$ cat config.mk
export PLATFORM = sky130hd
export DESIGN_NAME = vlmf_front
export DESIGN_NICKNAME = d
export VERILOG_FILES = /design/src/hw/rtl/vlmf_pkg.sv /design/src/hw/rtl/vlmf_queue.sv /design/src/hw/rtl/vlmf_front.sv
export SDC_FILE = /design/constraint.sdc
export NUM_CORES = 1
export LEC_CHECK = 0
export ABC_AREA = 1
export BUFFER_PORTS_ARGS = -buffer_cell sky130_fd_sc_hd__buf_2
export CAP_MARGIN = 20
export CORE_UTILIZATION = 55
export CTS_CLUSTER_DIAMETER = 30
export DETAILED_ROUTE_END_ITERATION = 10
export PLACE_DENSITY_LB_ADDON = 0.15
export SLEW_MARGIN = 15
export SYNTH_ARGS = -nofsm -noshare
export SYNTH_HDL_FRONTEND = slang
export SYNTH_HIERARCHICAL = 1
export SYNTH_SLANG_ARGS = --single-unit
$ cat constraint.sdc
create_clock -name clk_i -period 4.7 [get_ports clk_i]
set_input_delay 0.47 -clock clk_i [delete_from_list [all_inputs] [get_ports clk_i]]
set_output_delay 0.47 -clock clk_i [all_outputs]
set_load 0.01 [all_outputs]
$ cat src/hw/rtl/vlmf_pkg.sv
package vlmf_pkg;

  localparam int unsigned STORE_DEPTH_DEF = 4096;
  localparam int unsigned MAX_READ_DEF    = 64;
  // Must stay a power of two: queue pointers wrap naturally.
  localparam int unsigned QUEUE_DEPTH     = 2;
  localparam int unsigned CFG_ADDR_W      = 3;
  localparam logic        REG_BUFFER_BYTES = 1'b0;
  localparam logic [12:0] BUFFER_BYTES_RST = 13'd4096;

  typedef enum logic [2:0] {
    CMD_PUSH_BEGIN = 3'd0,
    CMD_PUSH_DATA  = 3'd1,
    CMD_POP        = 3'd2,
    CMD_FRONT      = 3'd3,
    CMD_BACK       = 3'd4,
    CMD_DROP       = 3'd5,
    CMD_CLEAR      = 3'd6,
    CMD_SIZE       = 3'd7
  } cmd_e;

  typedef enum logic [2:0] {
    STS_OK        = 3'd0,
    STS_BAD_PARAM = 3'd1,
    STS_FULL      = 3'd3,
    STS_EMPTY     = 3'd4,
    STS_TOO_BIG   = 3'd5
  } status_e;

  typedef enum logic [2:0] {
    ST_IDLE,
    ST_HDR,
    ST_RWAIT,
    ST_RHDR,
    ST_DISP,
    ST_SWAIT,
    ST_STREAM,
    ST_RESULT
  } eng_state_e;

  // Classified input item.
  typedef struct packed {
    cmd_e            cmd;
    logic [7:0]      data;
    logic [15:0]     mlen;
    logic [6:0]      cap;       // already saturated
    logic [1:0]      hdr_last;  // header bytes minus one
    logic [2:0][7:0] hdr;
  } item_t;

  typedef struct packed {
    status_e     status;
    logic [7:0]  out_byte;
    logic [15:0] out_length;
    logic        last;
    logic [12:0] message_count;
    logic [11:0] free_bytes;
  } result_t;

endpackage

$ cat src/hw/rtl/vlmf_queue.sv
module vlmf_queue #(
  parameter int unsigned WIDTH = 8
) (
  input  logic             clk_i,
  input  logic             rst_ni,
  input  logic             push_i,
  output logic             full_o,
  input  logic [WIDTH-1:0] wdata_i,
  input  logic             pop_i,
  output logic             empty_o,
  output logic [WIDTH-1:0] rdata_o
);
  import vlmf_pkg::*;

  localparam int unsigned PW = (QUEUE_DEPTH > 1) ? $clog2(QUEUE_DEPTH) : 1;
  localparam int unsigned CW = $clog2(QUEUE_DEPTH + 1);

  logic [WIDTH-1:0] mem_q [QUEUE_DEPTH];
  logic [PW-1:0]    wr_q, rd_q;
  logic [CW-1:0]    cnt_q;
  logic             do_push, do_pop;

  assign full_o  = (cnt_q == CW'(QUEUE_DEPTH));
  assign empty_o = (cnt_q == '0);
  assign rdata_o = mem_q[rd_q];
  assign do_push = push_i && !full_o;
  assign do_pop  = pop_i && !empty_o;

  always_ff @(posedge clk_i or negedge rst_ni) begin
    if (!rst_ni) begin
      wr_q  <= '0;
      rd_q  <= '0;
      cnt_q <= '0;
    end else begin
      if (do_push) wr_q <= wr_q + PW'(1);
      if (do_pop)  rd_q <= rd_q + PW'(1);
      if (do_push && !do_pop) cnt_q <= cnt_q + CW'(1);
      else if (do_pop && !do_push) cnt_q <= cnt_q - CW'(1);
    end
  end

  always_ff @(posedge clk_i) begin
    if (do_push) mem_q[wr_q] <= wdata_i;
  end

endmodule

$ cat src/hw/rtl/vlmf_front.sv
module vlmf_front #(
  parameter int unsigned MAX_READ = vlmf_pkg::MAX_READ_DEF
) (
  input  logic            clk_i,
  input  logic            rst_ni,
  input  logic            push,
  output logic            full,
  input  logic [2:0]      command_i,
  input  logic [7:0]      data_byte_i,
  input  logic [15:0]     msg_length_i,
  input  logic [6:0]      read_capacity_i,
  output vlmf_pkg::item_t item_o,
  output logic            item_valid_o,
  input  logic            item_pop_i
);
  import vlmf_pkg::*;

  item_t cls;
  logic  q_empty;

  always_comb begin
    cls      = '0;
    cls.cmd  = cmd_e'(command_i);
    cls.data = data_byte_i;
    cls.mlen = msg_length_i;
    cls.cap  = (32'(read_capacity_i) > MAX_READ) ? 7'(MAX_READ) : read_capacity_i;
    // length header: 1, 2 or 3 bytes, most significant first
    if (msg_length_i < 16'h0040) begin
      cls.hdr[0]   = msg_length_i[7:0];
      cls.hdr_last = 2'd0;
    end else if (msg_length_i < 16'h4000) begin
      cls.hdr[0]   = {2'b01, msg_length_i[13:8]};
      cls.hdr[1]   = msg_length_i[7:0];
      cls.hdr_last = 2'd1;
    end else begin
      cls.hdr[0]   = 8'h80;
      cls.hdr[1]   = msg_length_i[15:8];
      cls.hdr[2]   = msg_length_i[7:0];
      cls.hdr_last = 2'd2;
    end
  end

  vlmf_queue #(.WIDTH($bits(item_t))) u_in_q (
    .clk_i   (clk_i),
    .rst_ni  (rst_ni),
    .push_i  (push),
    .full_o  (full),
    .wdata_i (cls),
    .pop_i   (item_pop_i),
    .empty_o (q_empty),
    .rdata_o (item_o)
  );

  assign item_valid_o = !q_empty;

endmodule

==> summary.md, run 1 <==
| Metric | Value |
|---|---|
| Pin count of the biggest net entering global routing | 62 |
| P_leak | 2.809 nW |
| Vias per cell | 5.012 |
| PwrDens | 670.9 mW/mm2 |
| Final setup TNS | 0 ns |
| Clk_lat worst skew | 0.52 ns |
| CTS resizes | 0 |
| Die area | 0.009540 mm2 |
| Synth Instances | 447 |
| Post-synth EDFFs | 120 |
| Post-synthesis compound-gate area fraction | 1.292% |
| Top FF cell, synth | edfxtp_1 |
| #FFs+latches synth | 124 |
| Ys async rst share | under 10% |
| CTS tree | yes |
| Vias in the first global route | 3343 |
| Fin area | about 0.0063 mm2 |
| Cell mode on critical path | nand2_1 |
| Mux contribution to synthesized area | 0% |
| P&R area growth vs syn | 24.58% |
| Post-route DRC | 14 |
| Die width | 97.68 um |
| # fillers | 607 |
| Status | complete, but fails checks |
| Post-Synth Adder-Cell Area | 0.2485% |
| Final-stage net count | 590 |
| Worst slew pin tran | 0.9321 ns |
| Initial antenna violation count | 0 |
| Max-slew headroom | approximately 38% |
| Unrepaired setup endpoints after global routing | no |
| Dpl hpwl | 5851 um |
| Kind of critical path | reg -> out |
| Bufs on Longest Clock Path | 2 |
| Most common cell after layout, fill and taps aside | nand2_1 |
| Post-Syn Nets | 486 |
| Hold crit path type | in -> reg |
| Worst reg-to-reg path cell count | 3 |
| Crit Path Max Fanout | 61 |
| Crit-path max cell delay | around 0.55 ns |
| FF+latch area | around 0.0037 mm2 |
| Port Buf Inserts | 99 |
| Detailed-route via count | around 3.4k |
| GR Util All Layers | a little under a quarter |
| # setup viols final | 0 |
| DRT antenna net count | 0 |
| Tcrit/Tclk final | roughly 49% |
| WHS Path Cells | 1 |
| Worst-path cell chain | buf_4 > nand2_1 > nand2_1 > buf_2 |
| Die Height | 97.68 um |
| Root Driver | clkbuf_8 |
| Register area share after synthesis | roughly 74% |
| Critical Path AT | 1.84 ns |
| Fraction of layout cells with a size suffix above 1 | 25.53% |
| Final min period | 2.311 ns |
| Critical Path RT | 4.23 ns |
| Peak Freq | 432.8 MHz |
| Delay-heaviest family, CP | buffers and inverters |
| Max-cap violations | 0 |
| Ports | 100 |
| Multi-input gate area | 0.001105 mm2 |
| Yosys warns | 6 |
| GPL Wtd Cong | 0.7278 |
| Synthesized area | 0.005035 mm2 |
| Fin. Hold Viols | 0 |
| Worst VDD drop | between 0.0005 and 0.0006 V |
| CTS Sinks | between 100 and 150 |
| Total grt overflow | 0 |
| Post-Layout Cell Count | 672 |
| Max Slew Vio Count | 0 |
| First-pass detailed-route iteration total | 8 |
| Post-Synth XOR/XNOR Area | 0.1740% |
| WL final | 9890 um |
| 1st-iter DRT viols | between 200 and 300 |
| Startpoint types | flop |
| Buf+Inv Stages, Crit Path | 2 |
| Failing checks | design-rule violations |
| Critical-path top delay cell | buf_4 |
| ANT cells | 0 |
| Initial Util | 57.18% |
| Post-synthesis cell type count | 23 |
| Simple-gate portion of the synthesized area | 20.08% |
| Global-route wire length before repair | 16100 um |
| DP Area | 0.005585 mm2 |
| FP Rows | 34 |
| Cts bufs inserted | 17 |
| DP Cell Count | about 640 |
| Core area | 0.008806 mm2 |
| Number of H-tree levels | 4 |
| Avg WL per Cell | roughly 15 um |
| Worst-path clk slew | around 0.06 ns |
| Crit. path cell count | 4 |
| Largest family of logic cells by synthesized area | simple AND/OR/NAND/NOR gates |
| Mean Syn Cell Area | 11.26 um2 |
| Skew final | 0.009557 ns |
| Critical path endpoint category | primary output |
| Most frequent cells in the layout | nand2_1, edfxtp_1, buf_2, nor2_1, inv_1 |
[worst paths after layout]
path / startpoint / endpoint / slack, ns
max: u_in_q/rd_q$_DFFE_PN0P_ / item_o[40] / 2.39
min: data_byte_i[0] / u_in_q/mem_q[1][49]$_DFFE_PP_ / 0.14
max reg2reg: u_in_q/cnt_q[0]$_DFFE_PN0P_ / u_in_q/mem_q[1][17]$_DFFE_PP_ / 2.46
min reg2reg: u_in_q/wr_q$_DFFE_PN0P_ / u_in_q/wr_q$_DFFE_PN0P_ / 0.49
max in group asynchronous: rst_ni / u_in_q/rd_q$_DFFE_PN0P_ / 4.28
min in group asynchronous: rst_ni / u_in_q/rd_q$_DFFE_PN0P_ / 0.29
[synthesized netlist by cell type, types with 2 or more instances]
| library cell | count | area share [%] |
|---|---|---|
| nand3_1 | 8 | 0.80 |
| nor2_2 | 2 | 0.25 |
| nor2_4 | 2 | 0.45 |
| dfrtp_1 | 4 | 2.0 |
| a21oi_1 | 8 | 0.80 |
| buf_2 | 8 | 0.80 |
| o21bai_1 | 2 | 0.30 |
| buf_4 | 7 | 1.0 |
| nand2_1 | 203 | 15 |
| nor2_1 | 41 | 3.1 |
| edfxtp_1 | 120 | 72 |
| inv_1 | 30 | 2.2 |
| o21ai_0 | 2 | 0.20 |
[flip-flops by register name, summed over array words and instances (netlist names)]
name,flops
u_in_q/rd_q,1
u_in_q/wr_q,1
u_in_q/cnt_q,2
u_in_q/mem_q,120
[worst register-to-register path, cell delays in order (launching register included)]
cell     delay (ns)
dfrtp_1        0.47
o21ai_0        0.23
nor2_4         0.61
buf_4          0.55
[timing repair]
action                     in CTS  in global routing
setup buffers                   0                  0
hold buffers                    1                  0
setup endpoints to repair       0                  0
hold endpoints to repair        4                  0
[logic make-up (layout without fill, tap and decap cells)]
logic type / count (synthesis) / after routing
adders and majority gates: 1 / 1
AOI/OAI and AO/OA: 12 / 12
buffers and inverters: 50 / 167
xor gates and xnor gates: 1 / 1
DFF: 124 / 124
and+or+nand+nor: 259 / 259
[per-layer routing]
metal / track usage (%) / part of all wire, % / vias to the layer above
li1: - / - / 1665
met1: 28.32 / 44 / 1589
met2: 36.72 / 49 / 99
met3: 7.410 / 5.2 / 15
met4: 8.508 / 1.5 / 0
met5: 0 / 0 / -
[report_power, final]
part           total [W]  switching [W]  internal, W
Sequential       0.00159      0.0000676      0.00152
Combinational    0.00116       0.000792     0.000363
Clock            0.00147       0.000487     0.000980
Total            0.00421        0.00135      0.00286
[stage by stage]
stage | hold WS (ns) | setup slack, ns | util (%) | power, W
after floorplan | 0.1744 | 1.125 | - | 0.002339
after global placement | 0.2794 | 2.442 | 63.43 | 0.002739
after detailed placement | 0.2826 | 2.409 | 63.43 | 0.002767
after CTS | 0.1186 | 2.354 | 71.23 | 0.004247
after global routing | 0.1158 | 2.254 | 71.23 | 0.004430
final | 0.1407 | 2.389 | 71.23 | 0.004208
[final cells by class]
cell class	instances	share of cell area, %
clock buffers	17	6.603
clock inverters	15	4.189
inverters	32	1.955
multi-input cells	273	17.61
flip-flops and latches	124	59.07
well taps	108	2.154
repair buffers	103	8.418
No activity file was read; power rests on OpenSTA's default activity.
==> run 2, diff against run 1 <==
--- a/config.mk
+++ b/config.mk
@@ -8,7 +8,7 @@
 export ABC_AREA = 1
 export BUFFER_PORTS_ARGS = -buffer_cell sky130_fd_sc_hd__buf_2
 export CAP_MARGIN = 20
-export CORE_UTILIZATION = 55
+export CORE_UTILIZATION = 49
 export CTS_CLUSTER_DIAMETER = 30
 export DETAILED_ROUTE_END_ITERATION = 10
 export PLACE_DENSITY_LB_ADDON = 0.15
==> constraint.sdc (replaced) <==
create_clock -name clk_i -period 1.9 [get_ports clk_i]
set_input_delay 0.19 -clock clk_i [delete_from_list [all_inputs] [get_ports clk_i]]
set_output_delay 0.19 -clock clk_i [all_outputs]
set_load 0.01 [all_outputs]
==> summary.md, run 2 (synthesis results as in run 1) <==
| Metric | Value |
|---|---|
| Pin count of the biggest net entering global routing | 61 (-1.6%) |
| Die width | 103.4 um (+5.8%) |
| Core area | 0.009864 mm2 (+12%) |
| Ports | 100 (unchanged) |
| Vias per cell | 4.723 (-5.8%) |
| Dpl hpwl | 6104 um (+4.3%) |
| Bufs on Longest Clock Path | 2 (unchanged) |
| Avg WL per Cell | 14.25 um (-3.1%) |
| Top reg by flops | u_in_q/mem_q |
| GPL Wtd Cong | 0.7815 (+7.4%) |
| Initial antenna violation count | 0 (unchanged) |
| Post-Layout Cell Count | 733 (+9.1%) |
| Critical-path top delay cell | dfrtp_2 |
| Fin. Hold Viols | 0 (unchanged) |
| Skew final | 0.008333 ns (-0.001224 ns) |
| Hold crit path type | in -> async |
| First-pass detailed-route iteration total | 4 (-4) |
| CTS tree | yes |
| Total grt overflow | 0 (unchanged) |
| Critical Path RT | 1.71 ns (-2.52 ns) |
| # setup viols final | 0 (unchanged) |
| GR Util All Layers | 20.79% (-1.8 points) |
| CTS Sinks | 124 (unchanged) |
| P_leak | 2.932 nW (+4.4%) |
| Kind of critical path | reg -> out |
| Startpoint types | flop |
| ANT cells | 0 (unchanged) |
| Unrepaired setup endpoints after global routing | no |
| 1st-iter DRT viols | 209 (-19%) |
| Worst-path cell chain | inv_8 > buf_12 > nand2_1 > nand2_1 > buf_2 |
| Tcrit/Tclk final | around 94% |
| Die area | 0.01068 mm2 (+12%) |
| Max-slew headroom | 74.42% (+37 points) |
| Worst VDD drop | 0.0006484 V (+17%) |
| Max Slew Vio Count | 0 (unchanged) |
| FF+latch area | 0.003706 mm2 (about the same) |
| Post-route DRC | 0 (-14) |
| Multi-input gate area | 0.001112 mm2 (+0.68%) |
| Setup ws final | 0.1057 ns (-2.284 ns) |
| Detailed-route via count | 3462 (+2.8%) |
| Status | finished clean |
| Largest register FFs | 120 (unchanged) |
| Most frequent cells in the layout | nand2_1, edfxtp_1, buf_2, nor2_1, dlygate4sd3_1 |
| # fillers | 750 (+24%) |
| Crit Path Max Fanout | 19 (-69%) |
| Delay-heaviest family, CP | flip-flops |
| Most common cell after layout, fill and taps aside | nand2_1 |
| WL final | 10450 um (+5.6%) |
| Cts bufs inserted | 17 (unchanged) |
| Final core occ | 67.42% (-3.8 points) |
| Top Registers | u_in_q/mem_q: 120 flops, u_in_q/cnt_q: 2 flops |
| Root Driver | clkbuf_8 |
| Crit-path max cell delay | 0.46 ns (-0.09 ns) |
| Fraction of layout cells with a size suffix above 1 | 24.83% (-0.70 points) |
| Number of H-tree levels | 4 (unchanged) |
| Buf+Inv Stages, Crit Path | 3 (+1) |
| DRT antenna net count | 0 (unchanged) |
| P&R area growth vs syn | 32.08% |
| Cell mode on critical path | nand2_1 |
| Critical Path AT | 1.60 ns (-0.24 ns) |
| Worst-path clk slew | 0.05 ns (about the same) |
| Initial Util | 51.04% (-6.1 points) |
| Vias in the first global route | 3328 (-0.45%) |
| Port Buf Inserts | 99 (unchanged) |
| FP Rows | 36 (+5.9%) |
| DP Cell Count | 670 (+4.9%) |
| Peak Freq | 557.3 MHz |
| Worst slew pin tran | 0.3823 ns (-0.5497 ns) |
| Die Height | 103.4 um (+5.8%) |
| Final-stage net count | 626 (+6.1%) |
| Clk_lat worst skew | 0.51 ns (about the same) |
| Critical path endpoint category | primary output |
| Setup Slack @ Placement | 0.3944 ns (-2.014 ns) |
| Max-cap violations | 0 (unchanged) |
| Final min period | around 1.8 ns |
| Total chip power | 0.01029 W (+140%) |
| # Post-CTS Setup Buffers | 0 (unchanged) |
| PwrDens | 1547 mW/mm2 (+130%) |
| Hold Worst Slack | 0.02003 ns (-0.1206 ns) |
| Global-route wire length before repair | 15960 um (-0.90%) |
run 2: final cells by class:
class | instances | share of cell area, %
Clock buffer | 20 | 6.397
Clock inverter | 12 | 2.578
Inverter | 32 | 1.976
Multi-Input combinational cell | 273 | 16.73
Sequential cell | 124 | 55.73
Tap cell | 133 | 2.502
Timing Repair Buffer | 139 | 14.09
run 2: what timing repair did:
action,in CTS,in global routing
hold endpoints to repair,61,0
resized for setup,0,6
hold buffers,30,0
setup endpoints to repair,0,53
run 2: worst register-to-register path: stages (launching register included):
cell,delay [ns]
dfrtp_1,0.40
inv_2,0.10
nor2_4,0.05
nor2_2,0.12
nand2_2,0.09
clkinvlp_4,0.09
buf_12,0.30
run 2: report_power, final:
group	internal, W	total, W	switching, W	leakage, nW
sequential	0.00375	0.00393	0.000185	1.17
clock	0.00212	0.00321	0.00109	0.276
combinational	0.00112	0.00315	0.00203	1.49
run 2: path summary, 6_finish.rpt:
kind | start | to | slack (ns) | depth (start not counted)
hold / removal | rst_ni | u_in_q/cnt_q[1]$_DFFE_PN0P_ | 0.02 | 2
max in group asynchronous | rst_ni | u_in_q/cnt_q[0]$_DFFE_PN0P_ | 1.73 | 2
setup / recovery | u_in_q/rd_q$_DFFE_PN0P_ | item_o[5] | 0.11 | 5
min in group clk_i | read_capacity_i[3] | u_in_q/mem_q[1][29]$_DFFE_PP_ | 0.02 | 3
setup reg to reg | u_in_q/cnt_q[1]$_DFFE_PN0P_ | u_in_q/mem_q[0][14]$_DFFE_PP_ | 0.40 | 6
hold reg to reg | u_in_q/wr_q$_DFFE_PN0P_ | u_in_q/wr_q$_DFFE_PN0P_ | 0.49 | 2
run 2: through the flow:
step / instance area, um2 / TNS, ns
global route: 6650 / 0
global placement: 5712 / 0
CTS: 6609 / 0
detailed placement: 5712 / 0
finish: 6650 / 0
floorplan: 5055 / -3.825
run 2: metal layers:
layer | routed length (um) | vias up | GRT usage [%] | part of all wire [%]
met3 | 505 | 6 | 6.519 | 4.8
met5 | 0 | - | 0 | 0
li1 | - | 1739 | - | -
met2 | 5082 | 103 | 32.91 | 49
met4 | 101 | 0 | 8.342 | 0.97
met1 | 4759 | 1614 | 26.85 | 46
