[config.mk]
export PLATFORM = sky130hd
export DESIGN_NAME = vlmf_queue
export DESIGN_NICKNAME = d
export VERILOG_FILES = /design/src/hw/rtl/vlmf_pkg.sv /design/src/hw/rtl/vlmf_queue.sv
export SDC_FILE = /design/constraint.sdc
export NUM_CORES = 1
export LEC_CHECK = 0
export BUFFER_PORTS_ARGS = -buffer_cell sky130_fd_sc_hd__clkbuf_2
export CAP_MARGIN = 20
export CORE_UTILIZATION = 49
export DETAILED_ROUTE_END_ITERATION = 10
export GPL_ROUTABILITY_DRIVEN = 0
export PLACE_DENSITY = 0.79
export SLEW_MARGIN = 20
export SYNTH_ARGS = -nofsm -noshare
export SYNTH_HDL_FRONTEND = slang
export SYNTH_SLANG_ARGS = --single-unit
[constraint.sdc]
create_clock -name clk_i -period 3.75 [get_ports clk_i]
set_input_delay 0.75 -clock clk_i [delete_from_list [all_inputs] [get_ports clk_i]]
set_output_delay 0.75 -clock clk_i [all_outputs]
set_load 0.02 [all_outputs]
[src/hw/rtl/vlmf_pkg.sv]
package vlmf_pkg;

  localparam int unsigned STORE_DEPTH_DEF = 4096;
  localparam int unsigned MAX_READ_DEF    = 64;
  // Must stay a power of two: queue pointers wrap naturally.
  localparam int unsigned QUEUE_DEPTH     = 2;
  localparam int unsigned CFG_ADDR_W      = 3;
  localparam logic        REG_BUFFER_BYTES = 1'b0;
  localparam logic [12:0] BUFFER_BYTES_RST = 13'd4096;

  typedef enum logic [2:0] {
    CMD_PUSH_BEGIN = 3'd0,
    CMD_PUSH_DATA  = 3'd1,
    CMD_POP        = 3'd2,
    CMD_FRONT      = 3'd3,
    CMD_BACK       = 3'd4,
    CMD_DROP       = 3'd5,
    CMD_CLEAR      = 3'd6,
    CMD_SIZE       = 3'd7
  } cmd_e;

  typedef enum logic [2:0] {
    STS_OK        = 3'd0,
    STS_BAD_PARAM = 3'd1,
    STS_FULL      = 3'd3,
    STS_EMPTY     = 3'd4,
    STS_TOO_BIG   = 3'd5
  } status_e;

  typedef enum logic [2:0] {
    ST_IDLE,
    ST_HDR,
    ST_RWAIT,
    ST_RHDR,
    ST_DISP,
    ST_SWAIT,
    ST_STREAM,
    ST_RESULT
  } eng_state_e;

  // Classified input item.
  typedef struct packed {
    cmd_e            cmd;
    logic [7:0]      data;
    logic [15:0]     mlen;
    logic [6:0]      cap;       // already saturated
    logic [1:0]      hdr_last;  // header bytes minus one
    logic [2:0][7:0] hdr;
  } item_t;

  typedef struct packed {
    status_e     status;
    logic [7:0]  out_byte;
    logic [15:0] out_length;
    logic        last;
    logic [12:0] message_count;
    logic [11:0] free_bytes;
  } result_t;

endpackage

[src/hw/rtl/vlmf_queue.sv]
module vlmf_queue #(
  parameter int unsigned WIDTH = 8
) (
  input  logic             clk_i,
  input  logic             rst_ni,
  input  logic             push_i,
  output logic             full_o,
  input  logic [WIDTH-1:0] wdata_i,
  input  logic             pop_i,
  output logic             empty_o,
  output logic [WIDTH-1:0] rdata_o
);
  import vlmf_pkg::*;

  localparam int unsigned PW = (QUEUE_DEPTH > 1) ? $clog2(QUEUE_DEPTH) : 1;
  localparam int unsigned CW = $clog2(QUEUE_DEPTH + 1);

  logic [WIDTH-1:0] mem_q [QUEUE_DEPTH];
  logic [PW-1:0]    wr_q, rd_q;
  logic [CW-1:0]    cnt_q;
  logic             do_push, do_pop;

  assign full_o  = (cnt_q == CW'(QUEUE_DEPTH));
  assign empty_o = (cnt_q == '0);
  assign rdata_o = mem_q[rd_q];
  assign do_push = push_i && !full_o;
  assign do_pop  = pop_i && !empty_o;

  always_ff @(posedge clk_i or negedge rst_ni) begin
    if (!rst_ni) begin
      wr_q  <= '0;
      rd_q  <= '0;
      cnt_q <= '0;
    end else begin
      if (do_push) wr_q <= wr_q + PW'(1);
      if (do_pop)  rd_q <= rd_q + PW'(1);
      if (do_push && !do_pop) cnt_q <= cnt_q + CW'(1);
      else if (do_pop && !do_push) cnt_q <= cnt_q - CW'(1);
    end
  end

  always_ff @(posedge clk_i) begin
    if (do_push) mem_q[wr_q] <= wdata_i;
  end

endmodule

==> impl_metrics.py, run 1 <==
metrics = {
    "outcome": {
        "status": "finished clean",
    },
    "routing": {
        "wl_um": 1106,
        "drt-wirelength-per-cell_um": 13.17,
        "via_per_inst": 5.119,
        "postRouteAntennaNets": 0,
        "via_count": 430,
        "drc": 0,
        "first_iter_violations": 4,
        "drt_first_pass_iters": 3,
    },
    "cts": {
        "cts_tree": "yes",
        "clock_path_buffers": 2,
        "clkTransAtPathRegs_ns": 0.12,
        "clock-sinks": 20,
        "insertion_delay_ns": 0.30,
        "cts.htree.levels": 1,
        "ctsHoldBuffers": 0,
        "numCtsBuffers": 3,
        "cts_resized": 0,
        "postCtsSetupBuffers": 0,
        "root_buffer": "clkbuf_4",
    },
    "logic_synthesis": {
        "synth.top_cell.area_share_pct": 61.44,
        "synthSimpleGateAreaFrac_pct": 3.840,
        "ys_top_cells_by_area": "edfxtp_1, dfrtp_1, mux2_1",
        "synth_top_family_by_area": "multiplexers",
        "synth_area_um2": 782.0,
        "synth_compound_area_share_pct": 0.6400,
        "syn_inst": 44,
        "synth-seq-cells": 20,
        "synth-xor-area-share_pct": 6.560,
        "yosysWarnings": 0,
        "syn_nets": 57,
        "syn-mean-instance-area_um2": 17.77,
        "synth_fa_ha_area_share_pct": 1.600,
        "yosysUniqueCellTypes": 15,
        "ys_seq_area_share_pct": 74.24,
        "synth_top_cell_by_area": "edfxtp_1",
        "muxShareOfSynthArea_pct": 11.52,
    },
    "grt": {
        "grt_pass1_wl_um": 1780,
        "grt_max_degree": 13,
        "grt.overflow.total": 0,
        "grt_use_total_pct": 14.30,
        "first_global_vias": 448,
        "antenna_found_initial": 0,
    },
    "critical_path": {
        "cp_max_fo": 9,
        "rr_worst_depth": 3,
        "crit_family": "flip-flops",
        "critical_path_required_ns": 3.00,
        "cp-startpoint": "rd_q",
        "arrival_ns": 1.42,
        "slowest_stage": "dfrtp_1",
        "end_kind": "output pin",
        "worstPathCellList": "mux2_2, clkbuf_2",
        "slowest_delay_ns": 0.58,
        "worstSetupPathType": "reg2out",
        "r2r_slack_ns": 2.12,
        "r2r_start": "cnt_q[0]",
        "critPathLaunchType": "flip-flop",
        "path_buf_inv": 1,
        "critPathCapture": "rdata_o[0]",
        "path_depth": 2,
        "rr_endpoint": "mem_q[0][6]",
    },
    "pwr": {
        "finalPower_mw": 0.7940,
        "p_leak_nw": 0.4056,
        "powerDensity_nw_per_um2": 831.7,
        "worst_ir_drop_vdd_v": 0.0004931,
    },
    "timing": {
        "finalCritPeriodShare_pct": 57.80,
        "setup_viol": 0,
        "worst_pin_slew_ns": 0.6684,
        "clock.fmax_mhz": 461.4,
        "maxSlewViolCount": 0,
        "finalCriticalPeriod_ns": 2.167,
        "setup_tns_ns": 0,
        "skew_ns": 0.01193,
        "hold_viol_final": 0,
        "slew-limit-headroom_pct": 55.27,
        "grt_setup_unrepaired": "no",
    },
    "finish": {
        "final_common_cell": "clkbuf_2",
        "antenna_cells": 0,
        "drive_gt1_share_pct": 42.65,
        "fillerInstances": 115,
        "area_growth_pct": 22.08,
        "fin_area_um2": 954.7,
        "layout_common_cells": "clkbuf_2, edfxtp_1, mux2_1",
        "nets": 82,
    },
    "floorplan": {
        "row_count": 14,
        "die_h_um": 41.95,
        "die_w_um": 41.95,
        "coreArea_um2": 1506,
        "initial_utilization_pct": 51.91,
        "die_area_um2": 1760,
        "ioPinCount": 22,
    },
    "hold_path": {
        "min_path_type": "in2async",
    },
    "placed_design": {
        "hpwl_um": 838,
        "place_area_um2": 902.1,
        "portBuffers": 21,
    },
    "run": {
        "drv_cap": 0,
    },
}
[how the worst min path moves through the flow]
stage	cells past startpoint	slack [ns]	to	start
2_1_floorplan	0	0.45	cnt_q[0]	rst_ni
3_3_place_gp	1	0.51	cnt_q[1]	cnt_q[1]
3_5_place_dp	1	0.51	wr_q	wr_q
4_1_cts	1	0.22	cnt_q[0]	rst_ni
5_1_grt	1	0.21	cnt_q[0]	rst_ni
6_report	1	0.23	cnt_q[0]	rst_ni
[cell type report]
| type | instances | area, um^2 | share of cell area [%] |
|---|---|---|---|
| Clock inverter | 1 | 30.03 | 3.145 |
| Multi-Input combinational cell | 21 | 188.9 | 19.79 |
| Tap cell | 16 | 20.02 | 2.097 |
| Timing Repair Buffer | 21 | 105.1 | 11.01 |
| Inverter | 2 | 7.507 | 0.7864 |
| Sequential cell | 20 | 580.6 | 60.81 |
| Clock buffer | 3 | 22.52 | 2.359 |
[power breakdown]
group / internal, mW / total, mW / switching, mW
Clock: 0.108 / 0.172 / 0.0643
Combinational: 0.114 / 0.262 / 0.148
Sequential: 0.310 / 0.360 / 0.0493
Total: 0.532 / 0.794 / 0.262
[per-stage QoR]
stage               worst slack (ns)  util (%)  cells  hold slack [ns]
global placement               1.898     59.88     80           0.5104
CTS                            1.548     63.37     84           0.2243
global route                   1.497     63.37     84           0.2132
floorplan                      2.089         -     44           0.4544
finish                         1.583     63.37     84           0.2253
detailed placement             1.900     59.88     80           0.5121
[flip-flops by register name, indices dropped and copies added (netlist names)]
signal  cells
mem_q      16
cnt_q       2
wr_q        1
rd_q        1
[synthesized netlist by cell type, drive strengths merged]
cell,n
buf,1
edfxtp,16
dfrtp,4
xor2,2
and3,1
ha,1
nand2,1
nand2b,1
inv,2
o21ai,1
nor2,3
mux2,8
xnor2,3
[metal layers]
layer	GRT usage (%)	vias to the layer above	part of all wire, %
met5	0	-	0
met2	26.25	15	54
met1	14.93	206	39
met4	5.806	0	1.4
met3	4.348	2	5.6
li1	-	207	-
[kinds of logic (layout without fill, tap and decap cells)]
| logic type | Yosys count | count (layout) |
|---|---|---|
| AOI/OAI and AO/OA | 1 | 1 |
| xor gates and xnor gates | 5 | 5 |
| adders and majority gates | 1 | 1 |
| buffers and inverters | 3 | 27 |
| DFF | 20 | 20 |
| muxes | 8 | 8 |
| and+or+nand+nor | 6 | 6 |
[worst reg2reg max path, cell delays in order (launching register included)]
cell	delay [ns]
dfrtp_1	0.46
nand2b_1	0.18
nand2_2	0.09
nor2_1	0.52
(Power assumes the default switching activity.)
==> run 2: changes to the inputs <==
--- a/config.mk
+++ b/config.mk
@@ -5,12 +5,13 @@
 export SDC_FILE = /design/constraint.sdc
 export NUM_CORES = 1
 export LEC_CHECK = 0
+export ABC_AREA = 1
 export BUFFER_PORTS_ARGS = -buffer_cell sky130_fd_sc_hd__clkbuf_2
 export CAP_MARGIN = 20
-export CORE_UTILIZATION = 49
+export CORE_UTILIZATION = 44
 export DETAILED_ROUTE_END_ITERATION = 10
 export GPL_ROUTABILITY_DRIVEN = 0
-export PLACE_DENSITY = 0.79
+export PLACE_DENSITY = 0.74
 export SLEW_MARGIN = 20
 export SYNTH_ARGS = -nofsm -noshare
 export SYNTH_HDL_FRONTEND = slang
==> constraint.sdc (replaced) <==
create_clock -name clk_i -period 1.9 [get_ports clk_i]
set_input_delay 0.38 -clock clk_i [delete_from_list [all_inputs] [get_ports clk_i]]
set_output_delay 0.38 -clock clk_i [all_outputs]
set_load 0.02 [all_outputs]
==> run 2 against run 1 <==
  * The run now ends with design-rule violations left
  * Die area increased by 15%
  * Routed wire length up 22%
  * Combinational power rose by 130%
  * Count of clock-buffer cells in the layout is the same
  * Clock power is 13% higher
  * Setup slack worse by 1.4 ns
  * Total power up 88%
  * Critical path type unchanged
  * Critical endpoint is now rdata_o[3]
  * Highest routed layer is now met3
==> impl_metrics.py, run 2 <==
metrics = {
    "outcome": {
        "status": "complete, but fails checks",
        "violations": "design-rule violations",
    },
    "finish": {
        "largest_reg_flops": 16,
        "antenna_cells": 0,
        "nets": 113,
        "fillerInstances": 152,
        "top_regs": "mem_q: 16 flops, cnt_q: 2 flops",
        "area_growth_pct": 21.64,
        "layout_common_cells": "nand2_1, clkbuf_2, edfxtp_1",
        "utilization_pct": 57.03,
        "top_register": "mem_q",
        "drive_gt1_share_pct": 28.28,
        "final_common_cell": "nand2_1",
    },
    "critical_path": {
        "slowest_delay_ns": 0.52,
        "worstSetupPathType": "reg2out",
        "end_kind": "output pin",
        "rr_worst_depth": 6,
        "cp_max_fo": 10,
        "critical_path_required_ns": 1.52,
        "arrival_ns": 1.32,
        "worstPathCellList": "inv_2, nand2_1, nand2_1, clkbuf_2",
        "cpMostUsedCell": "nand2_1",
        "critPathLaunchType": "flip-flop",
        "slowest_stage": "dfrtp_1",
        "path_buf_inv": 2,
        "path_depth": 4,
        "crit_family": "flip-flops",
    },
    "logic_synthesis": {
        "muxShareOfSynthArea_pct": 0,
        "yosysMostFrequentCell": "nand2_1",
        "ys_top_cells_by_area": "edfxtp_1, nand2_1, dfrtp_1",
        "yosysUniqueCellTypes": 14,
        "synthSimpleGateAreaFrac_pct": 20.09,
        "synth.top_cell.area_share_pct": 59.35,
        "yosysWarnings": 0,
        "ys_seq_area_share_pct": 71.72,
        "syn_inst": 73,
        "async_flop_share_pct": 20.00,
        "synth_common_cells": "nand2_1, edfxtp_1, inv_1",
        "synth-xor-area-share_pct": 1.082,
        "synth_edf_count": 16,
        "synth_top_flop_cell": "edfxtp_1",
        "synth_fa_ha_area_share_pct": 1.546,
        "synth_area_um2": 809.5,
        "syn_nets": 86,
        "synth-seq-cells": 20,
        "synth_top_cell_by_area": "edfxtp_1",
        "syn-mean-instance-area_um2": 11.09,
        "synth_compound_area_share_pct": 1.236,
        "synth_top_family_by_area": "simple AND/OR/NAND/NOR gates",
    },
    "timing": {
        "whs_ns": 0.2705,
        "slew-limit-headroom_pct": 77.23,
        "setup_tns_ns": 0,
        "finalCriticalPeriod_ns": 1.696,
        "grt_setup_unrepaired": "no",
        "setup_viol": 0,
        "hold_viol_final": 0,
        "maxSlewViolCount": 0,
        "worst_pin_slew_ns": 0.3415,
        "skew_ns": 0.001155,
        "clock.fmax_mhz": 589.5,
        "finalCritPeriodShare_pct": 89.28,
    },
    "cts": {
        "clock_path_buffers": 2,
        "root_buffer": "clkbuf_4",
        "insertion_delay_ns": 0.29,
        "cts_resized": 0,
        "cts_tree": "yes",
        "clock-sinks": 20,
        "clkTransAtPathRegs_ns": 0.10,
        "cts.htree.levels": 1,
        "numCtsBuffers": 3,
    },
    "placed_design": {
        "hpwl_um": 1012,
        "portBuffers": 21,
    },
    "pwr": {
        "p_leak_nw": 0.4718,
        "finalPower_mw": 1.491,
        "worst_ir_drop_vdd_v": 0.0009988,
        "powerDensity_nw_per_um2": 1514,
    },
    "routing": {
        "drt_first_pass_iters": 7,
        "drc": 1,
        "wl_um": 1350,
        "via_count": 573,
        "first_iter_violations": 16,
        "via_per_inst": 4.621,
        "drt-wirelength-per-cell_um": 10.89,
        "postRouteAntennaNets": 0,
    },
    "grt": {
        "grt_max_degree": 12,
        "antenna_found_initial": 0,
        "grt_pass1_wl_um": 2090,
        "grt.overflow.total": 0,
        "grt_use_total_pct": 15.70,
        "first_global_vias": 550,
    },
    "run": {
        "drv_cap": 0,
    },
    "floorplan": {
        "initial_utilization_pct": 46.88,
        "die_area_um2": 2016,
        "ioPinCount": 22,
        "row_count": 15,
        "die_w_um": 44.90,
        "die_h_um": 44.90,
        "coreArea_um2": 1727,
    },
    "hold_path": {
        "min_path_type": "in2reg",
        "hold_depth": 1,
    },
}
-- run 2: cell count changes after synthesis, moves of 2 or more --
cell and change:
inv_1 +5, mux2_1 -6, mux2_2 -2, nand2_1 +33
nor2_2 +2, o21ai_0 +2, xor2_1 -2
-- run 2: final cells by class --
cell class                      instances  area (um^2)  area share [%]
Timing Repair Buffer                   23        122.6           12.45
Clock buffer                            3        22.52           2.287
Clock inverter                          1        3.754          0.3812
Inverter                                8        30.03           3.050
Tap cell                               25        31.28           3.177
Multi-Input combinational cell         44        193.9           19.70
Sequential cell                        20        580.6           58.96
-- run 2: logic make-up (layout without fill, tap and decap cells) --
kind of cell	Yosys count	in the layout
and+or+nand+nor	40	40
DFF	20	20
buffers and inverters	9	35
AOI/OAI and AO/OA	2	2
adders and majority gates	1	1
xor gates and xnor gates	1	1
-- run 2: worst reg2reg max path, cell delays in order (launching register included) --
cell,delay [ns]
dfrtp_1,0.46
o21ai_0,0.25
ha_1,0.30
inv_1,0.08
nand3_1,0.07
nand2_1,0.06
nand2_1,0.04
-- run 2: report_power, final --
part	switching [mW]	internal [mW]	leakage [nW]
registers	0.0853	0.608	0.197
clock network	0.117	0.0763	0.0154
logic	0.402	0.202	0.260
total	0.604	0.887	0.472
-- run 2: worst paths after layout --
path	start	to	slack [ns]
worst max-delay path	rd_q	rdata_o[3]	0.20
worst min-delay path	wdata_i[2]	mem_q[0][2]	0.27
worst max register to register	cnt_q[0]	cnt_q[1]	0.54
worst min register to register	wr_q	wr_q	0.49
max in group asynchronous	rst_ni	cnt_q[0]	1.35
min in group asynchronous	rst_ni	wr_q	0.42
-- run 2: metrics by stage --
stage	cells	cell area (um^2)	worst slack, ns
after floorplan	73	809.5	0.4815
final	124	984.7	0.2036
after global routing	124	984.7	0.09557
after detailed placement	119	948.4	0.5216
after global placement	119	948.4	0.5290
after CTS	124	984.7	0.1800
-- run 2: per-layer routing --
metal | wire length [um] | GRT usage, % | part of all wire, %
met3 | 79 | 5.200 | 5.9
met2 | 721 | 26.76 | 53
met5 | 0 | 0 | 0
met4 | 0 | 11.52 | 0
met1 | 548 | 15.99 | 41
-- run 2: repair_timing --
item                      in CTS  in global routing
hold buffers                   1                  0
setup buffers                  0                  0
hold endpoints to repair       4                  0
==> run 3: changes to the inputs <==
==> constraint.sdc (replaced) <==
create_clock -name clk_i -period 1.9 [get_ports clk_i]
set_input_delay 0.38 -clock clk_i [delete_from_list [all_inputs] [get_ports clk_i]]
set_output_delay 0.38 -clock clk_i [all_outputs]
set_load 0.1 [all_outputs]
==> run 3 against run 2 <==
  * The flow now finishes without violations
  * Non-clock buffer count is the same
  * Critical path depth shrank 2
  * Final area grew 13%
  * Critical path type unchanged
  * Largest cell class unchanged
==> impl_metrics.py, run 3 (synthesis results as in run 2) <==
metrics = {
    "outcome": {
        "status": "finished clean",
    },
    "routing": {
        "wl_um": 1470,
        "drt-wirelength-per-cell_um": 11.85,
        "drc": 0,
        "first_iter_violations": 5,
        "drt_first_pass_iters": 6,
        "via_count": 590,
        "via_per_inst": 4.758,
        "postRouteAntennaNets": 0,
    },
    "floorplan": {
        "ioPinCount": 22,
        "die_area_um2": 2016,
        "die_h_um": 44.90,
        "initial_utilization_pct": 46.88,
        "coreArea_um2": 1727,
        "die_w_um": 44.90,
        "row_count": 15,
    },
    "grt": {
        "antenna_found_initial": 0,
        "grt_max_degree": 12,
        "grt.overflow.total": 0,
        "grt_use_total_pct": 16.17,
        "grt_pass1_wl_um": 2214,
        "first_global_vias": 505,
    },
    "cts": {
        "insertion_delay_ns": 0.30,
        "clock-sinks": 20,
        "postCtsSetupBuffers": 0,
        "cts.htree.levels": 1,
        "cts_tree": "yes",
        "root_buffer": "clkbuf_4",
        "clock_path_buffers": 2,
        "clkTransAtPathRegs_ns": 0.11,
        "numCtsBuffers": 3,
    },
    "finish": {
        "nets": 113,
        "largest_reg_flops": 16,
        "layout_common_cells": "nand2_1, edfxtp_1, clkbuf_2",
        "area_growth_pct": 37.40,
        "drive_gt1_share_pct": 29.29,
        "antenna_cells": 0,
        "fin_area_um2": 1112,
        "top_regs": "mem_q: 16 flops, cnt_q: 2 flops",
        "final_common_cell": "nand2_1",
        "top_register": "mem_q",
    },
    "critical_path": {
        "r2r_start": "cnt_q[0]",
        "critical_path_required_ns": 1.52,
        "slowest_delay_ns": 0.49,
        "slowest_stage": "dfrtp_1",
        "end_kind": "output pin",
        "cp-startpoint": "cnt_q[0]",
        "worstSetupPathType": "reg2out",
        "cp_max_fo": 7,
        "worstPathCellList": "nor2_2, clkbuf_2",
        "critPathLaunchType": "flip-flop",
        "arrival_ns": 1.41,
    },
    "placed_design": {
        "dp_slack_ns": 0.4543,
        "portBuffers": 21,
        "hpwl_um": 1059,
        "place_area_um2": 1076,
    },
    "timing": {
        "setup_tns_ns": 0,
        "grt_setup_unrepaired": "no",
        "finalCriticalPeriod_ns": 1.794,
        "clock.fmax_mhz": 557.6,
        "maxSlewViolCount": 0,
        "slew-limit-headroom_pct": 64.16,
        "fin_ws_ns": 0.1065,
        "hold_viol_final": 0,
        "setup_viol": 0,
        "skew_ns": 0.01039,
        "worst_pin_slew_ns": 0.5399,
        "finalCritPeriodShare_pct": 94.40,
    },
    "hold_path": {
        "worstHoldStart": "wdata_i[7]",
        "min_path_type": "in2reg",
    },
    "run": {
        "drv_cap": 0,
    },
}
## run 3: final timing paths
| check | to | slack [ns] | depth (start not counted) |
|---|---|---|---|
| setup / recovery | empty_o | 0.11 | 2 |
| max in group asynchronous | cnt_q[1] | 1.35 | 2 |
| setup reg to reg | cnt_q[1] | 0.44 | 6 |
| hold / removal | mem_q[1][7] | 0.26 | 1 |
| min in group asynchronous | wr_q | 0.42 | 2 |
| hold reg to reg | wr_q | 0.51 | 2 |
## run 3: repair_timing
item,in CTS,in global routing
hold buffers,1,0
resized for setup,0,0
endpoints found under the hold margin,4,0
## run 3: worst max-delay path, delay by kind of cell, from the launching register on
kind / cells / cell delay [ns]
DFF: 1 / 0.49
buffers and inverters: 1 / 0.47
and+or+nand+nor: 1 / 0.16
## run 3: metrics by stage
stage               hold slack [ns]  utilization [%]  std cells
floorplan                   0.08441                -         73
detailed placement           0.1932            62.32        119
global route                 0.2449            64.42        124
finish                       0.2624            64.42        124
global placement             0.1931            62.32        119
CTS                          0.2556            64.42        124
## run 3: cell type report
class / instances / area (um^2)
inverter: 8 / 30.03
sequential: 20 / 580.6
timing repair buffer: 23 / 242.7
fill: 145 / 614.3
tap: 25 / 31.28
multi-input combinational: 44 / 201.4
clock buffer: 4 / 26.28
## run 3: layer usage
metal / vias to the layer above / GRT usage, % / part of all wire, %
met5: - / 0 / 0
met4: 0 / 10.30 / 1.4
met3: 4 / 4.000 / 2.7
met2: 19 / 25.00 / 53
met1: 279 / 20.38 / 43
li1: 288 / - / -
Power of run 3 is not shown: default switching activity piles up to over one toggle a cycle in this logic, so the estimate is an artifact.
